[src/lbmc_pkg.sv]
// ----------------------------------------------------------------------------
// lbmc_pkg: lamp blink mode controller package
// Shared types, command codes and lamp mode helpers.
// ----------------------------------------------------------------------------
package lbmc_pkg;

	localparam int unsigned NUM_LAMPS_DEF = 8;
	localparam int unsigned MAX_LAMPS     = 8;
	localparam logic [7:0]  FULL_LEVEL    = 8'd255;
	localparam logic [15:0] DEF_DURATION  = 16'd500;

	typedef enum logic [3:0] {
		CMD_TICK   = 4'd0,
		CMD_ON     = 4'd1,
		CMD_OFF    = 4'd2,
		CMD_STATE  = 4'd3,
		CMD_BRIGHT = 4'd4,
		CMD_BLINK  = 4'd5,
		CMD_STOP   = 4'd6,
		CMD_MASK   = 4'd7,
		CMD_INIT   = 4'd8
	} cmd_code_t;

	typedef enum logic [1:0] {
		MODE_OFF   = 2'd0,
		MODE_ON    = 2'd1,
		MODE_DIM   = 2'd2,
		MODE_BLINK = 2'd3
	} mode_t;

	typedef enum logic {
		ST_IDLE = 1'b0,
		ST_EXEC = 1'b1
	} state_t;

	typedef struct packed {
		logic [3:0]  command;
		logic [2:0]  lamp_index;
		logic [7:0]  level;
		logic        want_on;
		logic [15:0] on_duration;
		logic [15:0] off_duration;
		logic [31:0] now_ms;
		logic [7:0]  lamp_mask;
	} cmd_beat_t;

	typedef struct packed {
		logic [7:0] output_mask;
		logic [1:0] lamp_mode;
		logic [7:0] lamp_level;
	} res_beat_t;

	typedef struct packed {
		logic capture;
		logic execute;
	} ctrl_cmd_t;

	typedef struct packed {
		mode_t mode;
		logic  lit;
	} look_t;

	function automatic look_t apply_level(input logic [7:0] lvl);
		look_t r;
		if (lvl == FULL_LEVEL) begin
			r.mode = MODE_ON;
			r.lit  = 1'b1;
		end else if (lvl != 8'd0) begin
			r.mode = MODE_DIM;
			r.lit  = 1'b1;
		end else begin
			r.mode = MODE_OFF;
			r.lit  = 1'b0;
		end
		return r;
	endfunction

endpackage

[src/lbmc_stream_if.sv]
// ----------------------------------------------------------------------------
// lbmc_stream_if: valid/ready channel
// Carries one beat of payload per handshake.
// ----------------------------------------------------------------------------
interface lbmc_stream_if #(
	parameter type payload_t = lbmc_pkg::cmd_beat_t
);
	logic     valid;
	logic     ready;
	payload_t payload;

	modport source (output valid, output payload, input ready);
	modport sink   (input valid, input payload, output ready);
endinterface

[src/lamp_blink_mode_controller_core.sv]
// ----------------------------------------------------------------------------
// lamp_blink_mode_controller_core: lamp bank mode and blink controller
// A command beat taken in the idle state is registered in the command register; the result
// register loads in the execute state, once any earlier result has been taken.
// A new command is taken while the previous result still waits to be taken.
// Reset: every lamp off, level 255, blink durations 500 ms, toggle time 0.
// ----------------------------------------------------------------------------
module lamp_blink_mode_controller_core #(
	parameter int unsigned NUM_LAMPS = lbmc_pkg::NUM_LAMPS_DEF
) (
	input  logic          clk,
	input  logic          arst_n,
	lbmc_stream_if.sink   in_ch,
	lbmc_stream_if.source out_ch
);

	lbmc_pkg::ctrl_cmd_t ctrl_cmd;
	logic                in_ready;
	logic                out_valid;
	lbmc_pkg::res_beat_t res_beat;

	lbmc_ctrl u_ctrl (
		.clk       (clk),
		.arst_n    (arst_n),
		.in_valid  (in_ch.valid),
		.in_ready  (in_ready),
		.out_valid (out_valid),
		.out_ready (out_ch.ready),
		.cmd       (ctrl_cmd)
	);

	lbmc_datapath #(
		.NUM_LAMPS (NUM_LAMPS)
	) u_datapath (
		.clk      (clk),
		.arst_n   (arst_n),
		.cmd      (ctrl_cmd),
		.in_beat  (in_ch.payload),
		.out_beat (res_beat)
	);

	assign in_ch.ready    = in_ready;
	assign out_ch.valid   = out_valid;
	assign out_ch.payload = res_beat;

endmodule

[src/lbmc_ctrl.sv]
// ----------------------------------------------------------------------------
// lbmc_ctrl: controller
// Sequences capture and execution of one command beat, owns result valid.
// ----------------------------------------------------------------------------
module lbmc_ctrl (
	input  logic                clk,
	input  logic                arst_n,
	input  logic                in_valid,
	output logic                in_ready,
	output logic                out_valid,
	input  logic                out_ready,
	output lbmc_pkg::ctrl_cmd_t cmd
);

	lbmc_pkg::state_t state_q;
	lbmc_pkg::state_t state_d;
	logic             out_valid_q;

	always_comb begin
		state_d = state_q;
		case (state_q)
			lbmc_pkg::ST_IDLE: begin
				if (in_valid) state_d = lbmc_pkg::ST_EXEC;
			end
			lbmc_pkg::ST_EXEC: begin
				if (!out_valid_q || out_ready) state_d = lbmc_pkg::ST_IDLE;
			end
			default: state_d = lbmc_pkg::ST_IDLE;
		endcase
	end

	always_comb begin
		in_ready    = 1'b0;
		cmd.capture = 1'b0;
		cmd.execute = 1'b0;
		case (state_q)
			lbmc_pkg::ST_IDLE: begin
				in_ready    = 1'b1;
				cmd.capture = in_valid;
			end
			lbmc_pkg::ST_EXEC: begin
				cmd.execute = !out_valid_q || out_ready;
			end
			default: begin
				in_ready = 1'b0;
			end
		endcase
	end

	always_ff @(posedge clk or negedge arst_n) begin
		if (!arst_n) begin
			state_q     <= lbmc_pkg::ST_IDLE;
			out_valid_q <= 1'b0;
		end else begin
			state_q <= state_d;
			if (cmd.execute) out_valid_q <= 1'b1;
			else if (out_ready) out_valid_q <= 1'b0;
		end
	end

	assign out_valid = out_valid_q;

	a_capture_exec: assert property (@(posedge clk) disable iff (!arst_n)
		cmd.capture |=> state_q == lbmc_pkg::ST_EXEC)
		else $error("capture not followed by execute state");

	a_exec_result: assert property (@(posedge clk) disable iff (!arst_n)
		cmd.execute |=> out_valid_q && state_q == lbmc_pkg::ST_IDLE)
		else $error("execute did not present a result");

	a_no_overwrite: assert property (@(posedge clk) disable iff (!arst_n)
		cmd.execute |-> !out_valid_q || out_ready)
		else $error("result overwritten before taken");

endmodule

[src/lbmc_datapath.sv]
// ----------------------------------------------------------------------------
// lbmc_datapath: per-lamp state and result register
// Holds the captured command, updates all lamp lanes, forms the result.
// ----------------------------------------------------------------------------
module lbmc_datapath #(
	parameter int unsigned NUM_LAMPS = lbmc_pkg::NUM_LAMPS_DEF
) (
	input  logic                clk,
	input  logic                arst_n,
	input  lbmc_pkg::ctrl_cmd_t cmd,
	input  lbmc_pkg::cmd_beat_t in_beat,
	output lbmc_pkg::res_beat_t out_beat
);

	lbmc_pkg::cmd_beat_t cmd_q;
	lbmc_pkg::res_beat_t res_q;
	lbmc_pkg::res_beat_t res_d;

	lbmc_pkg::mode_t mode_q  [NUM_LAMPS];
	lbmc_pkg::mode_t mode_d  [NUM_LAMPS];
	logic [7:0]      level_q [NUM_LAMPS];
	logic [7:0]      level_d [NUM_LAMPS];
	logic            lit_q   [NUM_LAMPS];
	logic            lit_d   [NUM_LAMPS];
	logic            phase_q [NUM_LAMPS];
	logic            phase_d [NUM_LAMPS];
	logic [15:0]     ont_q   [NUM_LAMPS];
	logic [15:0]     ont_d   [NUM_LAMPS];
	logic [15:0]     offt_q  [NUM_LAMPS];
	logic [15:0]     offt_d  [NUM_LAMPS];
	logic [31:0]     tog_q   [NUM_LAMPS];
	logic [31:0]     tog_d   [NUM_LAMPS];
	logic [31:0]     elapsed [NUM_LAMPS];
	logic [15:0]     limit   [NUM_LAMPS];
	logic            sel     [NUM_LAMPS];
	lbmc_pkg::look_t look_new[NUM_LAMPS];
	lbmc_pkg::look_t look_old[NUM_LAMPS];

	always_ff @(posedge clk) begin
		if (cmd.capture) cmd_q <= in_beat;
		if (cmd.execute) res_q <= res_d;
	end

	always_comb begin
		for (int i = 0; i < NUM_LAMPS; i++) begin
			elapsed[i]  = cmd_q.now_ms - tog_q[i];
			limit[i]    = phase_q[i] ? ont_q[i] : offt_q[i];
			sel[i]      = cmd_q.lamp_index == 3'(i);
			look_new[i] = lbmc_pkg::apply_level(cmd_q.level);
			look_old[i] = lbmc_pkg::apply_level(level_q[i]);
		end
	end

	always_comb begin
		for (int i = 0; i < NUM_LAMPS; i++) begin
			mode_d[i]  = mode_q[i];
			level_d[i] = level_q[i];
			lit_d[i]   = lit_q[i];
			phase_d[i] = phase_q[i];
			ont_d[i]   = ont_q[i];
			offt_d[i]  = offt_q[i];
			tog_d[i]   = tog_q[i];
			case (cmd_q.command)
				lbmc_pkg::CMD_TICK: begin
					if (mode_q[i] == lbmc_pkg::MODE_BLINK && elapsed[i] >= {16'd0, limit[i]})
					begin
						phase_d[i] = ~phase_q[i];
						lit_d[i]   = ~phase_q[i];
						tog_d[i]   = cmd_q.now_ms;
					end
				end
				lbmc_pkg::CMD_ON: begin
					if (sel[i]) begin
						level_d[i] = cmd_q.level;
						mode_d[i]  = look_new[i].mode;
						lit_d[i]   = look_new[i].lit;
					end
				end
				lbmc_pkg::CMD_OFF: begin
					if (sel[i]) begin
						mode_d[i] = lbmc_pkg::MODE_OFF;
						lit_d[i]  = 1'b0;
					end
				end
				lbmc_pkg::CMD_STATE: begin
					if (sel[i]) begin
						mode_d[i] = cmd_q.want_on ? look_old[i].mode : lbmc_pkg::MODE_OFF;
						lit_d[i]  = cmd_q.want_on & look_old[i].lit;
					end
				end
				lbmc_pkg::CMD_BRIGHT: begin
					if (sel[i]) begin
						level_d[i] = cmd_q.level;
						if (mode_q[i] == lbmc_pkg::MODE_ON || mode_q[i] == lbmc_pkg::MODE_DIM)
						begin
							mode_d[i] = look_new[i].mode;
							lit_d[i]  = look_new[i].lit;
						end
					end
				end
				lbmc_pkg::CMD_BLINK: begin
					if (sel[i]) begin
						mode_d[i]  = lbmc_pkg::MODE_BLINK;
						ont_d[i]   = cmd_q.on_duration;
						offt_d[i]  = cmd_q.off_duration;
						phase_d[i] = 1'b1;
						lit_d[i]   = 1'b1;
						tog_d[i]   = 32'd0;
					end
				end
				lbmc_pkg::CMD_STOP: begin
					if (sel[i] && mode_q[i] == lbmc_pkg::MODE_BLINK) begin
						mode_d[i] = look_old[i].mode;
						lit_d[i]  = look_old[i].lit;
					end
				end
				lbmc_pkg::CMD_MASK: begin
					mode_d[i] = cmd_q.lamp_mask[i] ? look_old[i].mode : lbmc_pkg::MODE_OFF;
					lit_d[i]  = cmd_q.lamp_mask[i] & look_old[i].lit;
				end
				lbmc_pkg::CMD_INIT: begin
					mode_d[i]  = lbmc_pkg::MODE_OFF;
					level_d[i] = lbmc_pkg::FULL_LEVEL;
					lit_d[i]   = 1'b0;
					phase_d[i] = 1'b0;
					tog_d[i]   = 32'd0;
				end
				default: begin
					mode_d[i] = mode_q[i];
				end
			endcase
		end
	end

	always_comb begin
		res_d = '0;
		for (int i = 0; i < NUM_LAMPS; i++) begin
			res_d.output_mask[i] = lit_d[i];
			if (sel[i]) begin
				res_d.lamp_mode  = res_d.lamp_mode | mode_d[i];
				res_d.lamp_level = res_d.lamp_level | level_d[i];
			end
		end
	end

	always_ff @(posedge clk or negedge arst_n) begin
		if (!arst_n) begin
			for (int i = 0; i < NUM_LAMPS; i++) begin
				mode_q[i]  <= lbmc_pkg::MODE_OFF;
				level_q[i] <= lbmc_pkg::FULL_LEVEL;
				lit_q[i]   <= 1'b0;
				phase_q[i] <= 1'b0;
				ont_q[i]   <= lbmc_pkg::DEF_DURATION;
				offt_q[i]  <= lbmc_pkg::DEF_DURATION;
				tog_q[i]   <= 32'd0;
			end
		end else if (cmd.execute) begin
			for (int i = 0; i < NUM_LAMPS; i++) begin
				mode_q[i]  <= mode_d[i];
				level_q[i] <= level_d[i];
				lit_q[i]   <= lit_d[i];
				phase_q[i] <= phase_d[i];
				ont_q[i]   <= ont_d[i];
				offt_q[i]  <= offt_d[i];
				tog_q[i]   <= tog_d[i];
			end
		end
	end

	assign out_beat = res_q;

endmodule

[src/flat_wrapper.sv]
// flat-port wrapper written by rule: the top's interface ports become plain ports
module lamp_blink_mode_controller_core_flat import lbmc_pkg::*;
#(
	parameter int unsigned NUM_LAMPS = lbmc_pkg::NUM_LAMPS_DEF
)
  (clk, arst_n, in_ch_valid, in_ch_payload, in_ch_ready, out_ch_valid, out_ch_payload, out_ch_ready);
  lbmc_stream_if #(.payload_t(cmd_beat_t)) in_ch_i ();
  lbmc_stream_if #(.payload_t(res_beat_t)) out_ch_i ();
  input  logic clk;
  input  logic arst_n;
  input wire logic [$bits(in_ch_i.valid)-1:0] in_ch_valid;
  input wire logic [$bits(in_ch_i.payload)-1:0] in_ch_payload;
  output wire logic [$bits(in_ch_i.ready)-1:0] in_ch_ready;
  output wire logic [$bits(out_ch_i.valid)-1:0] out_ch_valid;
  output wire logic [$bits(out_ch_i.payload)-1:0] out_ch_payload;
  input wire logic [$bits(out_ch_i.ready)-1:0] out_ch_ready;
  assign in_ch_i.valid = in_ch_valid;
  assign in_ch_i.payload = in_ch_payload;
  assign in_ch_ready = in_ch_i.ready;
  assign out_ch_valid = out_ch_i.valid;
  assign out_ch_payload = out_ch_i.payload;
  assign out_ch_i.ready = out_ch_ready;
  lamp_blink_mode_controller_core #(.NUM_LAMPS(NUM_LAMPS)) u_core (.clk(clk), .arst_n(arst_n), .in_ch(in_ch_i), .out_ch(out_ch_i));
endmodule
[config.mk]
export PLATFORM = sky130hd
export DESIGN_NAME = lamp_blink_mode_controller_core_flat
export DESIGN_NICKNAME = d
export VERILOG_FILES = /design/src/lbmc_pkg.sv /design/src/lbmc_stream_if.sv /design/src/lamp_blink_mode_controller_core.sv /design/src/lbmc_ctrl.sv /design/src/lbmc_datapath.sv /design/src/flat_wrapper.sv
export SDC_FILE = /design/constraint.sdc
export NUM_CORES = 2
export LEC_CHECK = 0
export ABC_CLOCK_PERIOD_IN_PS = 5790
export BUFFER_PORTS_ARGS = -buffer_cell sky130_fd_sc_hd__buf_4
export CAP_MARGIN = 25
export CORE_MARGIN = 2
export CORE_UTILIZATION = 46
export DETAILED_ROUTE_END_ITERATION = 10
export SLEW_MARGIN = 20
export SYNTH_ARGS = -nofsm -noshare
export SYNTH_HDL_FRONTEND = slang
export SYNTH_SLANG_ARGS = --single-unit
[constraint.sdc]
create_clock -name clk -period 5.79 [get_ports clk]
set_clock_uncertainty 0.05 [all_clocks]
set_input_delay 0.579 -clock clk [delete_from_list [all_inputs] [get_ports clk]]
set_output_delay 0.579 -clock clk [all_outputs]
set_load 0.02 [all_outputs]
* Word-level counts from Yosys, hierarchy flattened
Cells that the tools add are included.
** Cells by class
- Add/subtract/negate cells :: 8
- Magnitude comparators :: 8
- Equal/unequal tests :: 64
- Multiplexer cells :: 258
- Bitwise operators :: 39
- Reduce and logical (&&, ||, !) cells :: 56
** Operators with widths (count)
- $pmux W32 S3 :: 8
- $mux W32 :: 16
- $ge A32 B16 Y1 :: 8
- $sub A32 B32 Y32 :: 8
- $mux W2 :: 72
- $mux W16 :: 8
- $pmux W2 S8 :: 8
- $pmux W8 S2 :: 8
- $mux W1 :: 87
- $mux W10 :: 8
- $eq A8 B8 Y1 const B :: 9
- $pmux W1 S9 :: 8
- $reduce_bool A8 Y1 :: 9
- $mux W8 :: 8
- $or A8 B8 Y8 :: 7
- $mux W3 :: 18
- $eq A2 B2 Y1 const B :: 16
- $ne A2 B2 Y1 const B :: 16
- $reduce_and A4 Y1 :: 8
- $pmux W1 S3 :: 8
- $reduce_and A3 Y1 :: 8
- $and A1 B1 Y1 :: 16
- $eq A2 B1 Y1 const B :: 8
- $eq A4 B3 Y1 const B :: 4
- 17 further kinds :: 59
** Word-level totals
- Register bits after elaboration :: 716
- Input bits :: 92
- Output and inout port bits :: 20
- Word-level logic and storage cells :: 502

* Depth between registers and ports, before layout
- Depth in word-level cells :: 21
- Gate-level depth with buffers :: 24
- Gate-level depth less buffers :: 23

* Hierarchy
Synthesis repeated with hierarchy kept, for this count alone.
** Unflattened totals
- Cell total of the unflattened synthesis :: 5098
- Area, all modules :: 49766.5 µm²
** Modules (own cells, without submodules)
- lbmc_datapath :: times used 1, cells an instance 5090, area an instance 49672.6 µm², seq. area each 18597.8 µm²
- lbmc_ctrl :: times used 1, cells an instance 8, area an instance 93.8 µm², seq. area each 50.0 µm²

* Worst setup path after synthesis
Ideal clock, no wire load.
- Path type :: register to register
- Start :: register u_core.u_datapath.cmd_q[8] in the netlist's numbering
- End :: register u_core.u_datapath.tog_q[194] in the netlist's numbering
- Setup time :: 0.125 ns
- Arrival :: 5.071 ns
- Required time :: 5.615 ns
- Path slack :: 0.545 ns
- Cell stages (with the launch flop) :: 22
- Path buffers :: 1
- Period minus slack after synthesis :: 5.245 ns
- Path through :: edfxtp_1 > inv_1 > ha_1 > inv_1 > fa_1 > a211oi_1 > nor3_1 > o21ai_0 > o21ai_0 > xor2_1 > ha_1 > a21o_1 > a221oi_1 > o311ai_0 > a211oi_1 > o211ai_1 > a2111oi_0 > nand4_1 > o41a_1 > o21bai_4 > buf_4 > mux2_2
** On the way
- Cells in the longest elaborated chain, start to end :: 5
** RTL lines
- start: declaration :: RTL line lbmc_datapath.sv:15 : lbmc_pkg::cmd_beat_t cmd_q;
- start signal: assignment :: RTL line lbmc_datapath.sv:40 : if (cmd.capture) cmd_q <= in_beat;
- $sub A32 B32 Y32 :: RTL line lbmc_datapath.sv:46 : elapsed[i] = cmd_q.now_ms - tog_q[i];
- $ge A32 B16 Y1 :: RTL line lbmc_datapath.sv:65 : if (mode_q[i] == lbmc_pkg::MODE_BLINK && elapsed[i] >= {16'd0, limit[i]})
- $logic_and A1 B1 Y1 :: RTL line lbmc_datapath.sv:65
- $ne A2 B2 Y1 (no source line)
- $reduce_and A4 Y1 (no source line)
- end signal: indexed assignment :: RTL line lbmc_datapath.sv:165 : tog_q[i] <= tog_d[i];
- end: declaration :: RTL line lbmc_datapath.sv:31 : logic [31:0] tog_q [NUM_LAMPS];
No other way between the ends.
A chain may end at the register's enable or synchronous reset.

* Worst setup path after layout
- Start :: register u_core.u_datapath.cmd_q[10] in the netlist's numbering
- End :: register u_core.u_datapath.tog_q[238] in the netlist's numbering
The elaborated chain is that of the path after synthesis.

==> metrics.txt <==
outcome finished clean; Routed Antenna Nets 0; PD cells 653 nW/um^2; starting density of the core 46.5%; Worst-Margin Slew 1140 ps; Yosys top cell by area dfrtp_1; vias in the first global route 42000; Critical Path RT around 6300 ps; Placed Area 54800 sq um; # rows 121; Num CTS Buffers 86; Hold Fails Final Rpt 0; CTS sink cnt 716; CP max FO 8; CTS root buffer clkbuf_16; most frequent cells in the layout dfrtp_1, nand2_1, mux2_2; routability congestion estimate 1.02; Static Leak 26.0 nW; placed insts 6935; final setup fails 0; top cell type's share of synthesized area 22.2%; Detailed Route WL 198 mm; Clock transition at path regs 60 ps; H-tree depth 3; Peak VDD IR just over 300 uV; Die X 336 um; Mapped Nets 5821; library cells used by synthesis 108; final instance area between 50000 and 60000 sq um; Worst Setup Start Kind register; ys async rst share 85.2%; post-synthesis sequential area ratio a little under two fifths; Die Span Y 336 um; Clock Latency Late Sink 700 ps; full die area 113000 sq um; global-route wire length before repair 285 mm; I/O Buffers 111; Worst path slowest cell edfxtp_1; CP Data Arrival Time 6140 ps; Worst Hold Class in2reg; Non-Filler Instances 7213; max frequency 178 MHz; Longest Clk Path Bufs 3; Vias/cell 6.26; CTS tree yes; register bit total from synthesis 716; synthesized instance count around 5300; initial DRC count 4650; Period minus WS final 5620 ps; Final Net Count 6140; period utilization between 90% and 100%; synth top area cells dfrtp_1, mux2_2, ha_1; share of layout cells above drive strength 1 22.7%; Top FF cell, synth dfrtp_1; Detailed Place HPWL between 100 and 150 mm; synth warn 0; Pins Over Slew Limit 0; IO Count 112; most common cell after layout, fill and taps aside dfrtp_1; MaxCap Viol Count 0; Crit Path Category reg2reg; initial antenna violation count 7; P&R area growth vs syn 16.8%; Slew headroom between 20% and 30%; Syn Area/Cell 9.50 sq um; total chip power about 39 mW; Crit. End Element register; Post-synth EDFFs 106; GRT Residual Overflow 0; fin util 54.3%; crit-path max cell delay 510 ps; WL/cell 27.4 um; total track usage between 30% and 40%; First-pass DRT Iterations 7; CORE AREA 109000 sq um; largest net degree at the start of global routing roughly 130; mapped cell area 50700 sq um; routed via count 45200; drt drc 0
==> path summary, 6_finish.rpt <==
kind | depth (start not counted) | startpoint | endpoint | slack, ps
max reg2reg | 26 | u_core.u_datapath.cmd_q[10] | u_core.u_datapath.tog_q[238] | 170
min in group asynchronous | 2 | arst_n | u_core.u_datapath.tog_q[53] | 480
min | 1 | in_ch_payload[4] | u_core.u_datapath.cmd_q[4] | 40
max | 26 | u_core.u_datapath.cmd_q[10] | u_core.u_datapath.tog_q[238] | 170
min reg2reg | 1 | u_core.u_datapath.tog_q[5] | u_core.u_datapath.tog_q[5] | 440
max in group asynchronous | 3 | arst_n | u_core.u_datapath.ont_q[65] | 3890
==> metal layers <==
| metal | GRT usage [%] | part of all wire, % |
|---|---|---|
| met1 | 48.2 | 44 |
| met2 | 52.4 | 44 |
| met3 | 6.01 | 8.1 |
| met4 | 11.9 | 4.1 |
| met5 | 0 | 0 |
==> where the power goes <==
part / total, mW / switching [mW] / internal, mW
logic: 24.6 / 14.8 / 9.81
clock network: 5.66 / 2.41 / 3.25
registers: 8.45 / 1.37 / 7.08
total: 38.7 / 18.6 / 20.1
==> cell families (layout without fill, tap and decap cells) <==
kind of cell	count (synthesis)	count (layout)	share of synthesized area (%)
buffers and inverters	630	1022	4.85
AOI/OAI and AO/OA	1467	1467	19.2
and+or+nand+nor	1338	1338	12.8
muxes	639	639	13.9
adders and majority gates	392	392	9.79
other	0	8	0
DFF	716	716	36.8
xor gates and xnor gates	155	155	2.71
==> per-stage QoR <==
step,setup TNS (ps),hold slack (ps),setup slack [ps]
after floorplan,0,233,545
after global placement,-11320,423,-353
after detailed placement,-17170,431,-516
after CTS,0,0.0522,6.39
after global routing,-477,18.8,-27.8
final,0,36.4,166
==> Yosys cell counts (66+ instances only) <==
| cell type | number |
|---|---|
| nand4_1 | 103 |
| nand3_1 | 85 |
| nand2_1 | 442 |
| clkbuf_1 | 225 |
| xor2_1 | 66 |
| mux2i_1 | 156 |
| inv_1 | 341 |
| xnor2_1 | 88 |
| and3_1 | 66 |
| dfstp_2 | 160 |
| o21ai_0 | 283 |
| nor2_1 | 283 |
| a21oi_1 | 407 |
| a21o_1 | 94 |
| ha_1 | 384 |
| edfxtp_1 | 106 |
| nor3_1 | 89 |
| dfrtp_1 | 450 |
| o22a_1 | 68 |
| mux2_2 | 439 |
==> timing repair <==
action,CTS,global route
pin swaps,0,33
resized for setup,5,82
buffers inserted,1,21
hold buffers,73,0
cloned,0,11
setup endpoints to repair,68,276
endpoints found under the hold margin,151,0
==> sequential cells by signal, indices dropped and copies added (netlist names) <==
signal / cells
u_core.u_datapath.cmd_q: 88
u_core.u_datapath.lit_q: 8
u_core.u_datapath.ont_q: 128
u_core.u_datapath.phase_q: 8
u_core.u_ctrl.out_valid: 1
u_core.u_datapath.level_q: 64
u_core.u_datapath.tog_q: 256
u_core.u_datapath.mode_q: 16
u_core.u_datapath.offt_q: 128
u_core.u_ctrl.state_q: 1
u_core.u_datapath.out_beat: 18
==> area by class of cell <==
class,count,area (sq um)
clock buffers,122,2410
flip-flops and latches,716,18600
diodes,8,20.0
multi-input cells,3991,30000
fillers,9973,49900
clock inverters,39,508
well taps,1476,1850
repair buffers,519,4550
inverters,342,1280
==> critical path, delay by kind of cell, from the launching register on <==
kind	cells	cell delay, ps
buf+inv	4	740
xor+xnor	1	180
fa+ha+maj	2	650
mux	1	350
compound gates	11	1930
flops	1	510
simple gates	7	1050
Power figures use the tool's default switching activity.
